File: config.mk
export PLATFORM = sky130hd
export DESIGN_NAME = light_level_transition_ramp
export DESIGN_NICKNAME = d
export VERILOG_FILES = /design/src/hw/rtl/lltr_pkg.sv /design/src/hw/rtl/light_level_transition_ramp.sv /design/src/hw/rtl/lltr_div.sv /design/src/hw/rtl/lltr_chan.sv
export SDC_FILE = /design/constraint.sdc
export NUM_CORES = 1
export LEC_CHECK = 0
export ABC_CLOCK_PERIOD_IN_PS = 10100
export BUFFER_PORTS_ARGS = -buffer_cell sky130_fd_sc_hd__buf_4
export CAP_MARGIN = 0
export CORE_ASPECT_RATIO = 0.5
export CORE_MARGIN = 8
export CORE_UTILIZATION = 40
export CTS_CLUSTER_SIZE = 25
export DETAILED_ROUTE_END_ITERATION = 7
export PLACE_DENSITY = 0.64
export SLEW_MARGIN = 40
export SYNTH_ARGS = -nofsm -noshare
export SYNTH_HDL_FRONTEND = slang
export SYNTH_SLANG_ARGS = --single-unit
File: constraint.sdc
create_clock -name clk -period 10.1 [get_ports clk]
set_input_delay 0 -clock clk [delete_from_list [all_inputs] [get_ports clk]]
set_output_delay 0 -clock clk [all_outputs]
set_load 0.1 [all_outputs]
File: src/hw/rtl/lltr_pkg.sv
// shared types and constants of the light level transition ramp
package lltr_pkg;

    localparam int CH_BITS       = 16;
    localparam int INTERVAL_BITS = 10;
    localparam int CFG_BITS      = 16;
    localparam int IDX_BITS      = 3;

    localparam logic [CH_BITS-1:0] LIGHT_TOP = 16'hFFFF;

    localparam logic [INTERVAL_BITS-1:0] RST_INTERVAL  = 10'd20;
    localparam logic [CH_BITS-1:0]       RST_MIN_LIGHT = 16'd655;
    localparam logic [CH_BITS-1:0]       RST_MIN_TEMP  = 16'd192;
    localparam logic [CH_BITS-1:0]       RST_FLOOR     = 16'd800;
    localparam logic [CH_BITS-1:0]       RST_CEILING   = 16'd20000;

    localparam logic [IDX_BITS-1:0] REG_INTERVAL  = 3'd0;
    localparam logic [IDX_BITS-1:0] REG_MIN_LIGHT = 3'd1;
    localparam logic [IDX_BITS-1:0] REG_MIN_TEMP  = 3'd2;
    localparam logic [IDX_BITS-1:0] REG_FLOOR     = 3'd3;
    localparam logic [IDX_BITS-1:0] REG_CEILING   = 3'd4;

    localparam logic OP_TICK = 1'b0;
    localparam logic OP_LOAD = 1'b1;

    typedef enum logic [3:0] {
        ST_IDLE,
        ST_CHECK,
        ST_STEPS,
        ST_LGO,
        ST_LIGHT,
        ST_TGO,
        ST_TEMP,
        ST_SETTLE,
        ST_WRITE
    } state_t;

    typedef struct packed {
        logic [CH_BITS-1:0] value;
        logic               hit;
    } chan_res_t;

endpackage

File: src/hw/rtl/light_level_transition_ramp.sv
// top level of the light level transition ramp
// load items and ticks while idle go from the transfer through the write state into the output register
// a running tick uses the serial divider, which gives one
// quotient bit per cycle: TIME_BITS bits for the step count and 16 per channel
// one item at a time; the next transfer is taken once the result sits in the output register
// reset clears the ramp state and loads the default register values
module light_level_transition_ramp #(
    parameter int TIME_BITS = 32
) (
    input  logic                               clk,
    input  logic                               rst_n,
    input  logic                               in_valid,
    output logic                               in_stall,
    input  logic                               op,
    input  logic [31:0]                        now_ms,
    input  logic [31:0]                        end_ms,
    input  logic                               goal_onoff,
    input  logic [lltr_pkg::CH_BITS-1:0]       goal_lightness,
    input  logic [lltr_pkg::CH_BITS-1:0]       goal_temperature,
    output logic                               out_valid,
    input  logic                               out_stall,
    output logic                               onoff_now,
    output logic [lltr_pkg::CH_BITS-1:0]       lightness_now,
    output logic [lltr_pkg::CH_BITS-1:0]       temperature_now,
    output logic                               ramping,
    output logic                               onoff_report,
    output logic                               lightness_report,
    output logic                               temperature_report,
    input  logic                               cfg_we,
    input  logic [lltr_pkg::IDX_BITS-1:0]      cfg_index,
    input  logic [lltr_pkg::CFG_BITS-1:0]      cfg_data
);

    localparam int B     = lltr_pkg::CH_BITS;
    localparam int IB    = lltr_pkg::INTERVAL_BITS;
    localparam int CW    = $clog2(TIME_BITS + 1);
    localparam int SHIFT = TIME_BITS - B;

    lltr_pkg::state_t state_reg, state_next;

    logic [IB-1:0]        intv_reg;
    logic [B-1:0]         min_l_reg, min_t_reg, floor_reg, ceil_reg;
    logic                 po_reg, po_next;
    logic [B-1:0]         pl_reg, pl_next;
    logic [B-1:0]         pt_reg, pt_next;
    logic                 to_reg, to_next;
    logic [B-1:0]         tl_reg, tl_next;
    logic [B-1:0]         tt_reg, tt_next;
    logic [TIME_BITS-1:0] end_reg, end_next;
    logic                 active_reg, active_next;
    logic                 going_reg, going_next;
    logic                 rep_on_reg, rep_on_next;
    logic                 rep_li_reg, rep_li_next;
    logic                 rep_te_reg, rep_te_next;
    logic [TIME_BITS-1:0] now_reg, now_next;
    logic [TIME_BITS-1:0] steps_reg, steps_next;
    logic                 out_valid_reg, out_valid_next;
    logic                 out_on_reg, out_ramp_reg, out_ron_reg, out_rli_reg, out_rte_reg;
    logic [B-1:0]         out_l_reg, out_t_reg;
    logic                 out_load;

    logic                 accept;
    logic [IB-1:0]        ivl;
    logic [TIME_BITS-1:0] ivl_wide;
    logic                 time_ok;
    logic                 all_eq;
    logic                 settle_now;
    logic                 to_settled;

    logic                 div_start;
    logic [TIME_BITS-1:0] div_dividend;
    logic [TIME_BITS-1:0] div_divisor;
    logic [CW-1:0]        div_count;
    logic                 div_done;
    logic [TIME_BITS-1:0] div_quo;

    logic [B-1:0]         light_diff, temp_diff;
    lltr_pkg::chan_res_t  light_res, temp_res;

    lltr_div #(
        .W(TIME_BITS)
    ) u_div (
        .clk      (clk),
        .rst_n    (rst_n),
        .start    (div_start),
        .dividend (div_dividend),
        .divisor  (div_divisor),
        .count    (div_count),
        .done     (div_done),
        .quotient (div_quo)
    );

    lltr_chan u_light (
        .pres     (pl_reg),
        .tgt      (tl_reg),
        .quot     (div_quo[B-1:0]),
        .min_step (min_l_reg),
        .lo       ('0),
        .hi       (lltr_pkg::LIGHT_TOP),
        .diff     (light_diff),
        .res      (light_res)
    );

    lltr_chan u_temp (
        .pres     (pt_reg),
        .tgt      (tt_reg),
        .quot     (div_quo[B-1:0]),
        .min_step (min_t_reg),
        .lo       (floor_reg),
        .hi       (ceil_reg),
        .diff     (temp_diff),
        .res      (temp_res)
    );

    assign in_stall   = (state_reg != lltr_pkg::ST_IDLE);
    assign accept     = in_valid && !in_stall;
    assign ivl        = (intv_reg == '0) ? IB'(1) : intv_reg;
    assign ivl_wide   = TIME_BITS'(ivl);
    assign time_ok    = (end_reg >= ivl_wide) && (now_reg <= end_reg - ivl_wide);
    assign all_eq     = (po_reg == to_reg) && (pl_reg == tl_reg) && (pt_reg == tt_reg);
    assign settle_now = !going_reg || all_eq;
    assign to_settled = (tl_reg == '0) ? 1'b0 : to_reg;
    assign out_load   = (state_reg == lltr_pkg::ST_WRITE) && (!out_valid_reg || !out_stall);

    always_comb
    begin
        state_next     = state_reg;
        po_next        = po_reg;
        pl_next        = pl_reg;
        pt_next        = pt_reg;
        to_next        = to_reg;
        tl_next        = tl_reg;
        tt_next        = tt_reg;
        end_next       = end_reg;
        active_next    = active_reg;
        going_next     = going_reg;
        rep_on_next    = rep_on_reg;
        rep_li_next    = rep_li_reg;
        rep_te_next    = rep_te_reg;
        now_next       = now_reg;
        steps_next     = steps_reg;
        out_valid_next = out_valid_reg && out_stall;
        div_start      = 1'b0;
        div_dividend   = end_reg - now_reg;
        div_divisor    = ivl_wide;
        div_count      = CW'(TIME_BITS);

        unique case (state_reg)
            lltr_pkg::ST_IDLE:
            begin
                if (accept)
                begin
                    rep_on_next = 1'b0;
                    rep_li_next = 1'b0;
                    rep_te_next = 1'b0;
                    going_next  = 1'b0;
                    now_next    = TIME_BITS'(now_ms);
                    if (op == lltr_pkg::OP_LOAD)
                    begin
                        end_next    = TIME_BITS'(end_ms);
                        to_next     = goal_onoff;
                        tl_next     = goal_lightness;
                        tt_next     = goal_temperature;
                        active_next = 1'b1;
                        state_next  = lltr_pkg::ST_WRITE;
                    end
                    else if (active_reg)
                    begin
                        state_next = lltr_pkg::ST_CHECK;
                    end
                    else
                    begin
                        state_next = lltr_pkg::ST_WRITE;
                    end
                end
            end
            lltr_pkg::ST_CHECK:
            begin
                if (time_ok)
                begin
                    if (po_reg != to_reg)
                    begin
                        po_next     = to_reg;
                        rep_on_next = 1'b1;
                    end
                    div_start  = 1'b1;
                    state_next = lltr_pkg::ST_STEPS;
                end
                else
                begin
                    state_next = lltr_pkg::ST_SETTLE;
                end
            end
            lltr_pkg::ST_STEPS:
            begin
                if (div_done)
                begin
                    steps_next = div_quo;
                    state_next = lltr_pkg::ST_LGO;
                end
            end
            lltr_pkg::ST_LGO:
            begin
                if (pl_reg != tl_reg)
                begin
                    going_next   = 1'b1;
                    div_start    = 1'b1;
                    div_dividend = TIME_BITS'(light_diff) << SHIFT;
                    div_divisor  = steps_reg;
                    div_count    = CW'(B);
                    state_next   = lltr_pkg::ST_LIGHT;
                end
                else
                begin
                    state_next = lltr_pkg::ST_TGO;
                end
            end
            lltr_pkg::ST_LIGHT:
            begin
                if (div_done)
                begin
                    pl_next     = light_res.value;
                    rep_li_next = light_res.hit;
                    state_next  = lltr_pkg::ST_TGO;
                end
            end
            lltr_pkg::ST_TGO:
            begin
                if (pt_reg != tt_reg)
                begin
                    going_next   = 1'b1;
                    div_start    = 1'b1;
                    div_dividend = TIME_BITS'(temp_diff) << SHIFT;
                    div_divisor  = steps_reg;
                    div_count    = CW'(B);
                    state_next   = lltr_pkg::ST_TEMP;
                end
                else
                begin
                    state_next = lltr_pkg::ST_SETTLE;
                end
            end
            lltr_pkg::ST_TEMP:
            begin
                if (div_done)
                begin
                    pt_next     = temp_res.value;
                    rep_te_next = temp_res.hit;
                    state_next  = lltr_pkg::ST_SETTLE;
                end
            end
            lltr_pkg::ST_SETTLE:
            begin
                if (settle_now)
                begin
                    to_next = to_settled;
                    if (po_reg != to_settled)
                    begin
                        po_next     = to_settled;
                        rep_on_next = 1'b1;
                    end
                    if (pl_reg != tl_reg)
                    begin
                        pl_next     = tl_reg;
                        rep_li_next = 1'b1;
                    end
                    if (pt_reg != tt_reg)
                    begin
                        pt_next     = tt_reg;
                        rep_te_next = 1'b1;
                    end
                    active_next = 1'b0;
                end
                state_next = lltr_pkg::ST_WRITE;
            end
            lltr_pkg::ST_WRITE:
            begin
                if (out_load)
                begin
                    out_valid_next = 1'b1;
                    state_next     = lltr_pkg::ST_IDLE;
                end
            end
            default:
            begin
                state_next = lltr_pkg::ST_IDLE;
            end
        endcase
    end

    always_ff @(posedge clk or negedge rst_n)
    begin
        if (!rst_n)
        begin
            state_reg     <= lltr_pkg::ST_IDLE;
            po_reg        <= 1'b0;
            pl_reg        <= '0;
            pt_reg        <= '0;
            to_reg        <= 1'b0;
            tl_reg        <= '0;
            tt_reg        <= '0;
            end_reg       <= '0;
            active_reg    <= 1'b0;
            going_reg     <= 1'b0;
            rep_on_reg    <= 1'b0;
            rep_li_reg    <= 1'b0;
            rep_te_reg    <= 1'b0;
            out_valid_reg <= 1'b0;
            intv_reg      <= lltr_pkg::RST_INTERVAL;
            min_l_reg     <= lltr_pkg::RST_MIN_LIGHT;
            min_t_reg     <= lltr_pkg::RST_MIN_TEMP;
            floor_reg     <= lltr_pkg::RST_FLOOR;
            ceil_reg      <= lltr_pkg::RST_CEILING;
        end
        else
        begin
            state_reg     <= state_next;
            po_reg        <= po_next;
            pl_reg        <= pl_next;
            pt_reg        <= pt_next;
            to_reg        <= to_next;
            tl_reg        <= tl_next;
            tt_reg        <= tt_next;
            end_reg       <= end_next;
            active_reg    <= active_next;
            going_reg     <= going_next;
            rep_on_reg    <= rep_on_next;
            rep_li_reg    <= rep_li_next;
            rep_te_reg    <= rep_te_next;
            out_valid_reg <= out_valid_next;
            if (cfg_we)
            begin
                unique case (cfg_index)
                    lltr_pkg::REG_INTERVAL:  intv_reg  <= cfg_data[IB-1:0];
                    lltr_pkg::REG_MIN_LIGHT: min_l_reg <= cfg_data;
                    lltr_pkg::REG_MIN_TEMP:  min_t_reg <= cfg_data;
                    lltr_pkg::REG_FLOOR:     floor_reg <= cfg_data;
                    lltr_pkg::REG_CEILING:   ceil_reg  <= cfg_data;
                    default:
                    begin
                    end
                endcase
            end
        end
    end

    // payload registers
    always_ff @(posedge clk)
    begin
        now_reg   <= now_next;
        steps_reg <= steps_next;
        if (out_load)
        begin
            out_on_reg   <= po_reg;
            out_l_reg    <= pl_reg;
            out_t_reg    <= pt_reg;
            out_ramp_reg <= active_reg;
            out_ron_reg  <= rep_on_reg;
            out_rli_reg  <= rep_li_reg;
            out_rte_reg  <= rep_te_reg;
        end
    end

    assign out_valid          = out_valid_reg;
    assign onoff_now          = out_on_reg;
    assign lightness_now      = out_l_reg;
    assign temperature_now    = out_t_reg;
    assign ramping            = out_ramp_reg;
    assign onoff_report       = out_ron_reg;
    assign lightness_report   = out_rli_reg;
    assign temperature_report = out_rte_reg;

`ifndef NO_ASSERTIONS
    // divider only finishes while a division is awaited
    assert property (@(posedge clk) disable iff (!rst_n)
        div_done |-> (state_reg == lltr_pkg::ST_STEPS || state_reg == lltr_pkg::ST_LIGHT
                      || state_reg == lltr_pkg::ST_TEMP))
        else $error("divider done outside a division state");

    // a new result only appears after the write state
    assert property (@(posedge clk) disable iff (!rst_n)
        $rose(out_valid) |-> $past(state_reg == lltr_pkg::ST_WRITE))
        else $error("result transfer not from write state");

    // settling ends the ramp with every present value on target
    assert property (@(posedge clk) disable iff (!rst_n)
        (state_reg == lltr_pkg::ST_SETTLE && settle_now)
        |=> (!active_reg && pl_reg == tl_reg && pt_reg == tt_reg && po_reg == to_reg))
        else $error("ramp not settled on target");
`endif

endmodule

File: src/hw/rtl/lltr_div.sv
// restoring divider, one quotient bit per cycle
module lltr_div #(
    parameter int W = 32
) (
    input  logic                     clk,
    input  logic                     rst_n,
    input  logic                     start,
    input  logic [W-1:0]             dividend,
    input  logic [W-1:0]             divisor,
    input  logic [$clog2(W+1)-1:0]   count,
    output logic                     done,
    output logic [W-1:0]             quotient
);

    localparam int CW = $clog2(W + 1);

    logic [W-1:0]  rem_reg, rem_next;
    logic [W-1:0]  quo_reg, quo_next;
    logic [W-1:0]  dvs_reg, dvs_next;
    logic [CW-1:0] cnt_reg, cnt_next;
    logic          done_reg, done_next;
    logic [W:0]    shifted;
    logic [W:0]    diff;
    logic          ge;

    assign shifted = {rem_reg, quo_reg[W-1]};
    assign diff    = shifted - {1'b0, dvs_reg};
    assign ge      = shifted >= {1'b0, dvs_reg};

    always_comb
    begin
        rem_next  = rem_reg;
        quo_next  = quo_reg;
        dvs_next  = dvs_reg;
        cnt_next  = cnt_reg;
        done_next = 1'b0;
        if (start)
        begin
            rem_next = '0;
            quo_next = dividend;
            dvs_next = divisor;
            cnt_next = count;
        end
        else if (cnt_reg != '0)
        begin
            rem_next  = ge ? diff[W-1:0] : shifted[W-1:0];
            quo_next  = {quo_reg[W-2:0], ge};
            cnt_next  = cnt_reg - CW'(1);
            done_next = (cnt_reg == CW'(1));
        end
    end

    always_ff @(posedge clk or negedge rst_n)
    begin
        if (!rst_n)
        begin
            cnt_reg  <= '0;
            done_reg <= 1'b0;
        end
        else
        begin
            cnt_reg  <= cnt_next;
            done_reg <= done_next;
        end
    end

    always_ff @(posedge clk)
    begin
        rem_reg <= rem_next;
        quo_reg <= quo_next;
        dvs_reg <= dvs_next;
    end

    assign done     = done_reg;
    assign quotient = quo_reg;

endmodule

File: src/hw/rtl/lltr_chan.sv
// one ramp step of a 16-bit channel with minimum step and range snapping
module lltr_chan (
    input  logic [lltr_pkg::CH_BITS-1:0] pres,
    input  logic [lltr_pkg::CH_BITS-1:0] tgt,
    input  logic [lltr_pkg::CH_BITS-1:0] quot,
    input  logic [lltr_pkg::CH_BITS-1:0] min_step,
    input  logic [lltr_pkg::CH_BITS-1:0] lo,
    input  logic [lltr_pkg::CH_BITS-1:0] hi,
    output logic [lltr_pkg::CH_BITS-1:0] diff,
    output lltr_pkg::chan_res_t          res
);

    localparam int B = lltr_pkg::CH_BITS;

    logic         up;
    logic [B-1:0] step;
    logic [B:0]   up_sum;
    logic [B:0]   lo_sum;
    logic [B:0]   tgt_sum;
    logic [B-1:0] down_val;
    logic         snap;

    assign up       = tgt > pres;
    assign diff     = up ? (tgt - pres) : (pres - tgt);
    assign step     = (quot < min_step) ? min_step : quot;
    assign up_sum   = {1'b0, pres} + {1'b0, step};
    assign lo_sum   = {1'b0, lo} + {1'b0, step};
    assign tgt_sum  = {1'b0, tgt} + {1'b0, step};
    assign down_val = pres - step;

    always_comb
    begin
        if (up)
        begin
            snap      = ({1'b0, hi} < up_sum) || ({1'b0, tgt} < up_sum);
            res.value = snap ? tgt : up_sum[B-1:0];
            res.hit   = snap || (up_sum[B-1:0] == tgt);
        end
        else
        begin
            snap      = ({1'b0, pres} < lo_sum) || ({1'b0, pres} < tgt_sum);
            res.value = snap ? tgt : down_val;
            res.hit   = snap || (down_val == tgt);
        end
    end

endmodule
==> results of run 1 <==
cell usage after synthesis, types with 29 or more instances:
library cell  number  area [µm²]
ha_1             396        4950
inv_1            281        1050
a21oi_1          246        1230
nor2_1           235         882
o21ai_0          188         941
nand2_1          172         646
dfrtp_1          171        4280
edfxtp_1         165        4950
xnor2_1          161        1410
mux2_2           136        1530
a21o_1           101         758
clkbuf_1          93         349
nor3_1            85         425
nand3_1           79         395
xor2_1            78         683
mux2i_1           62         621
a211oi_1          46         345
o21bai_1          41         308
nand4_1           39         244
and2_1            34         213
nand2b_1          33         206
dfxtp_1           32         641
nor2b_1           29         181
metrics by stage:
step,instances,cell area [µm²],util (%)
after global routing,4727,36800,46.7
final,4730,36900,46.7
after global placement,4524,34100,43.2
after detailed placement,4524,34100,43.3
after CTS,4727,36800,46.7
after floorplan,3394,31700,-
logic make-up after synthesis:
group	after synthesis
flip-flops	386
AO/OA/AOI/OAI	932
multiplexers	198
buffers and inverters	408
adder cells (fa/ha/maj)	410
AND/OR/NAND/NOR	819
XOR/XNOR	241
worst min-delay path, cell delays in order:
cell     delay [ns]
buf_4          0.11
nor2b_1        0.16
nor3b_4        0.22
nand2_1        0.08
o21ai_0        0.06
worst max-delay path by stage:
stage,endpoint,depth (start not counted),startpoint,slack (ns)
detailed placement,pl_reg[7],33,u_div.quotient[1],1.47
finish,pl_reg[7],33,u_div.quotient[1],1.19
CTS,pl_reg[7],33,u_div.quotient[1],1.41
global placement,pt_reg[12],35,u_div.quotient[1],1.72
global route,pl_reg[7],33,u_div.quotient[1],0.66
floorplan,pt_reg[11],34,u_div.quotient[1],2.82
layer usage:
layer  GRT usage, %  vias to the layer above  routed length [µm]
met5              0                        -                  13
li1               -                    12900                   -
met4           5.32                        2                2310
met2           34.1                     1165               44600
met3           6.03                      144               10600
met1           33.9                    13500               50300
placed cells by master (no fill, tap or decap), drive strengths merged, types with 39 or more instances in the layout:
| cell | Yosys | layout |
|---|---|---|
| o21ai | 189 | 189 |
| xnor2 | 161 | 161 |
| nand4 | 39 | 39 |
| buf | 33 | 206 |
| dlygate4sd3 | 0 | 126 |
| nand2 | 172 | 172 |
| nor3 | 86 | 86 |
| mux2i | 62 | 62 |
| clkbuf | 93 | 51 |
| dfrtp | 171 | 171 |
| inv | 282 | 287 |
| ha | 396 | 396 |
| o21bai | 41 | 41 |
| a211oi | 51 | 51 |
| nand3 | 79 | 79 |
| mux2 | 136 | 136 |
| xor2 | 78 | 78 |
| nor2 | 237 | 237 |
| a21oi | 246 | 246 |
| edfxtp | 165 | 165 |
| a21o | 101 | 101 |
cell type report:
| type | count | area [µm²] | share of cell area [%] |
|---|---|---|---|
| clock inverter | 26 | 287 | 0.777 |
| timing repair buffer | 333 | 2840 | 7.71 |
| sequential | 386 | 10300 | 28.1 |
| tap | 1050 | 1310 | 3.56 |
| antenna | 3 | 7.51 | 0.0204 |
| multi-input combinational | 2600 | 19900 | 54.0 |
| clock buffer | 50 | 1110 | 3.01 |
| inverter | 282 | 1060 | 2.87 |
==> impl_metrics.env, run 1 <==
export IMPL_muxShareOfSynthArea_pct=6.79
export IMPL_hold_depth=5
export IMPL_hold_start="cfg_we"
export IMPL_clockBufferDepth=3
export IMPL_layout_drive_gt1_share_pct=13.5
export IMPL_start_util_pct=40.2
export IMPL_synthArstFlopShare_pct=49.0
export IMPL_track_usage_pct=23.2
export IMPL_die_area_um2=89000
export IMPL_grt_pass1_wl_um=164000
export IMPL_reg2regPathDepth=33
export IMPL_drt_initial_drc_count=2890
export IMPL_critPathKind="flop to flop"
export IMPL_slew_headroom_pct=41.0
export IMPL_cts_resized=0
export IMPL_fin_crit_ns=8.91
export IMPL_io_buffers=160
export IMPL_io_pins=161
export IMPL_postSynthCellCount=3394
export IMPL_nNetsFinal=4176
export IMPL_grt_setup_unrepaired="no"
export IMPL_grt_max_degree=70
export IMPL_finalCritPeriodShare_pct=88.2
export IMPL_ys_seq_area_share_pct=32.7
export IMPL_critPathRequiredTime_ns=10.54
export IMPL_synth_top_family_by_area="compound AO/OA/AOI/OAI gates"
export IMPL_numCtsBuffers=41
export IMPL_r2r_end="pl_reg[7]"
export IMPL_grt_ovfl_total=0
export IMPL_end_kind="flop"
export IMPL_crit_family="compound AO/OA/AOI/OAI gates"
export IMPL_setup_viol=0
export IMPL_cp_common_cell="a21oi_1"
export IMPL_cts_sinks=386
export IMPL_crit_path_max_fanout=28
export IMPL_rrSetupSlack_ns=1.19
export IMPL_path_buf_inv=1
export IMPL_cp_arrival_ns=9.34
export IMPL_tightest_slew_ns=0.876
export IMPL_firstDrtPassIters=6
export IMPL_synth_edf_count=165
export IMPL_finClkSkew_ns=0.0269
export IMPL_synth_compound_gate_area_share_pct=19.6
export IMPL_syn_area_per_cell_um2=9.34
export IMPL_cts_tree="built"
export IMPL_syn_num_nets=3926
export IMPL_hold_class="input pin to flop"
export IMPL_path_clk_slew_ns=0.07
export IMPL_n_fill_cell=7465
export IMPL_std_cell_rows=73
export IMPL_vias=27700
export IMPL_post_route_drc_count=0
export IMPL_fin_tns_setup_ns=0
export IMPL_crit_slowest_cell="and2_1"
export IMPL_whs_endpoint="intv_reg[3]"
export IMPL_drv_slew=0
export IMPL_wire_per_inst_um=22.8
export IMPL_drv_cap=0
export IMPL_status="completed"
export IMPL_synthAdderAreaFrac_pct=16.5
export IMPL_yosys_area_share_simple_pct=12.7
export IMPL_r2r_start="u_div.quotient[1]"
export IMPL_hold_viol=0
export IMPL_postRouteAntennaNets=0
export IMPL_antenna_found_initial=2
export IMPL_whs_ns=0.0864
export IMPL_via_per_inst=5.87
export IMPL_max_stage_delay_ns=0.61
export IMPL_synth_area_um2=31700
export IMPL_fmax_mhz=112
export IMPL_ys_types=91
export IMPL_synth_flop_cell="dfrtp_1"
export IMPL_synth_seq_cells=386
export IMPL_grt_pass1_vias=26800
export IMPL_setup_ws_ns=1.19
export IMPL_synth_xor_area_share_pct=6.75
export IMPL_holdBufCountCts=127
export IMPL_gp_congestion=0.965
export IMPL_wl_um=108000
export IMPL_post_place_ws_ns=1.47
export IMPL_die_width_um=414
export IMPL_core_area_um2=78900
export IMPL_dp_hpwl_um=82600
export IMPL_cts_setup_buffers=0
export IMPL_die_height_um=215
export IMPL_ys_warn_count=0
export IMPL_htree_levels=2
export IMPL_start_kind="flop"
export IMPL_area_growth_pct=16.3
export IMPL_cts_root_buf="clkbuf_16"
export IMPL_clk_latency_ns=0.61
Power of run 1 is left out: the tool's default activity adds up to more than one toggle a clock period on the data nets, which glitch-free logic cannot reach.
==> run 2: changes to the inputs <==
--- a/config.mk
+++ b/config.mk
@@ -5,6 +5,7 @@
 export SDC_FILE = /design/constraint.sdc
 export NUM_CORES = 1
 export LEC_CHECK = 0
+export ABC_AREA = 1
 export ABC_CLOCK_PERIOD_IN_PS = 10100
 export BUFFER_PORTS_ARGS = -buffer_cell sky130_fd_sc_hd__buf_4
 export CAP_MARGIN = 0
==> run 2 against run 1 <==
Critical path depth grew 2. Fmax grew 20%. Worst hold slack gained 0.028 ns. Non-clock buffer count grew 8. Via count grew 21%. First-iteration DRC count grew 12%. Largest cell class unchanged.
==> impl_metrics.env, run 2 <==
export IMPL_antenna_found_initial=3
export IMPL_synth_area_um2=34100
export IMPL_cts_tree="built"
export IMPL_fin_crit_ns=7.43
export IMPL_layout_drive_gt1_share_pct=7.11
export IMPL_grt_pass1_wl_um=191000
export IMPL_cts_resized=0
export IMPL_start_util_pct=40.6
export IMPL_tightest_slew_ns=0.951
export IMPL_synth_area_top_cells="edfxtp_1, ha_1, nand2_1, dfrtp_1, inv_1"
export IMPL_grt_ovfl_total=0
export IMPL_grt_pass1_vias=32000
export IMPL_cp_arrival_ns=7.86
export IMPL_ys_types=62
export IMPL_track_usage_pct=25.2
export IMPL_start_kind="flop"
export IMPL_cts_setup_buffers=0
export IMPL_ys_seq_area_share_pct=30.3
export IMPL_std_cell_rows=75
export IMPL_yosysMostFrequentCell="nand2_1"
export IMPL_finalCritPeriodShare_pct=73.5
export IMPL_synth_flop_cell="dfrtp_1"
export IMPL_nNetsFinal=5519
export IMPL_finClkSkew_ns=0.0336
export IMPL_grt_max_degree=72
export IMPL_dp_hpwl_um=99000
export IMPL_final_common_cell="nand2_1"
export IMPL_hold_depth=2
export IMPL_cp_common_cell="nand2_1"
export IMPL_status="completed"
export IMPL_io_buffers=160
export IMPL_numCtsBuffers=41
export IMPL_critPathKind="flop to flop"
export IMPL_yosys_area_top_type="edfxtp_1"
export IMPL_htree_levels=2
export IMPL_hold_class="input pin to flop"
export IMPL_crit_slowest_cell="inv_2"
export IMPL_critPathRequiredTime_ns=10.53
export IMPL_gp_congestion=0.971
export IMPL_fin_tns_setup_ns=0
export IMPL_setup_ws_ns=2.67
export IMPL_die_height_um=223
export IMPL_postRouteAntennaNets=0
export IMPL_placed_cell_area_um2=36500
export IMPL_grt_setup_unrepaired="no"
export IMPL_synth_seq_cells=386
export IMPL_max_stage_delay_ns=0.59
export IMPL_drv_slew=0
export IMPL_fmax_mhz=135
export IMPL_ys_warn_count=0
export IMPL_synth_top_cell_area_share_pct=14.5
export IMPL_end_kind="flop"
export IMPL_fin_util_pct=46.8
export IMPL_cts_sinks=386
export IMPL_vias=33600
export IMPL_crit_path_max_fanout=38
export IMPL_drt_initial_drc_count=3227
export IMPL_fin_area_um2=39400
export IMPL_synth_edf_count=165
export IMPL_path_clk_slew_ns=0.07
export IMPL_wire_per_inst_um=20.4
export IMPL_die_width_um=429
export IMPL_setup_viol=0
export IMPL_drv_cap=0
export IMPL_post_route_drc_count=0
export IMPL_io_pins=161
export IMPL_final_cell_mix="nand2_1, inv_1, ha_1, nand3_1, o21ai_0"
export IMPL_firstDrtPassIters=6
export IMPL_syn_area_per_cell_um2=7.21
export IMPL_core_area_um2=84200
export IMPL_hold_viol=0
export IMPL_slew_headroom_pct=35.9
export IMPL_cts_root_buf="clkbuf_16"
export IMPL_synthArstFlopShare_pct=49.0
export IMPL_clockBufferDepth=3
export IMPL_syn_num_nets=5264
export IMPL_post_place_ws_ns=2.83
export IMPL_reg2regPathDepth=35
export IMPL_via_per_inst=5.47
export IMPL_synth_common_cells="nand2_1, inv_1, ha_1"
export IMPL_area_growth_pct=15.4
export IMPL_wl_um=125000
export IMPL_die_area_um2=95500
export IMPL_postSynthCellCount=4732
export IMPL_clk_latency_ns=0.61
run 2: metal layers:
| layer | part of all wire (%) | wire length (µm) | track usage, % |
|---|---|---|---|
| met1 | 45 | 56800 | 35.4 |
| met4 | 2.6 | 3200 | 6.01 |
| met2 | 43 | 54400 | 39.6 |
| met3 | 8.7 | 10900 | 5.07 |
| met5 | 0 | 0 | 0 |
run 2: worst paths after layout:
path / start / endpoint / slack [ns]
worst max-delay path: intv_reg[6] / u_div.quotient[0] / 2.67
worst min-delay path: now_ms[30] / now_reg[30] / 0.11
worst max register to register: intv_reg[6] / u_div.quotient[0] / 2.67
worst min register to register: u_div.quotient[24] / steps_reg[24] / 0.45
max in group asynchronous: rst_n / state_reg[0] / 8.54
min in group asynchronous: rst_n / tl_reg[15] / 0.48
run 2: what timing repair did:
| item | CTS | global route |
|---|---|---|
| hold buffers | 148 | 0 |
| setup endpoints to repair | 0 | 0 |
| hold endpoints to repair | 240 | 0 |
run 2: cell type report:
cell class	count	area, µm²
Antenna cell	3	7.51
Tap cell	1116	1400
Multi-Input combinational cell	3606	21000
Inverter	611	2290
Fill cell	8419	44800
Sequential cell	386	10300
Clock inverter	23	270
Clock buffer	53	1120
Timing Repair Buffer	341	2950
run 2: stage by stage:
| step | cells | hold slack (ns) |
|---|---|---|
| after floorplan | 4732 | -0.296 |
| after CTS | 6136 | 0.0698 |
| after global routing | 6138 | 0.0899 |
| after detailed placement | 5912 | 0.0607 |
| after global placement | 5908 | 0.0570 |
| final | 6139 | 0.114 |
run 2: cells by family (layout without fill, tap and decap cells):
family	after synthesis	in the layout	share of synthesized area [%]
fa+ha+maj	410	410	15.3
mux	2	2	0.0586
xor+xnor	194	194	5.10
buf+inv	740	1028	8.45
other cells	0	3	0
simple gates	2053	2053	25.3
flops	386	386	30.3
compound gates	947	947	15.4
run 2: critical path, delay by kind of cell (launching register included):
family                   cells  cell delay, ns
AO/OA/AOI/OAI                4            0.68
adder cells (fa/ha/maj)      2            0.45
XOR/XNOR                     1            0.16
buffers and inverters        6            1.46
flip-flops                   1            0.41
AND/OR/NAND/NOR             22            4.09
Power of run 2 is left out for the same reason.
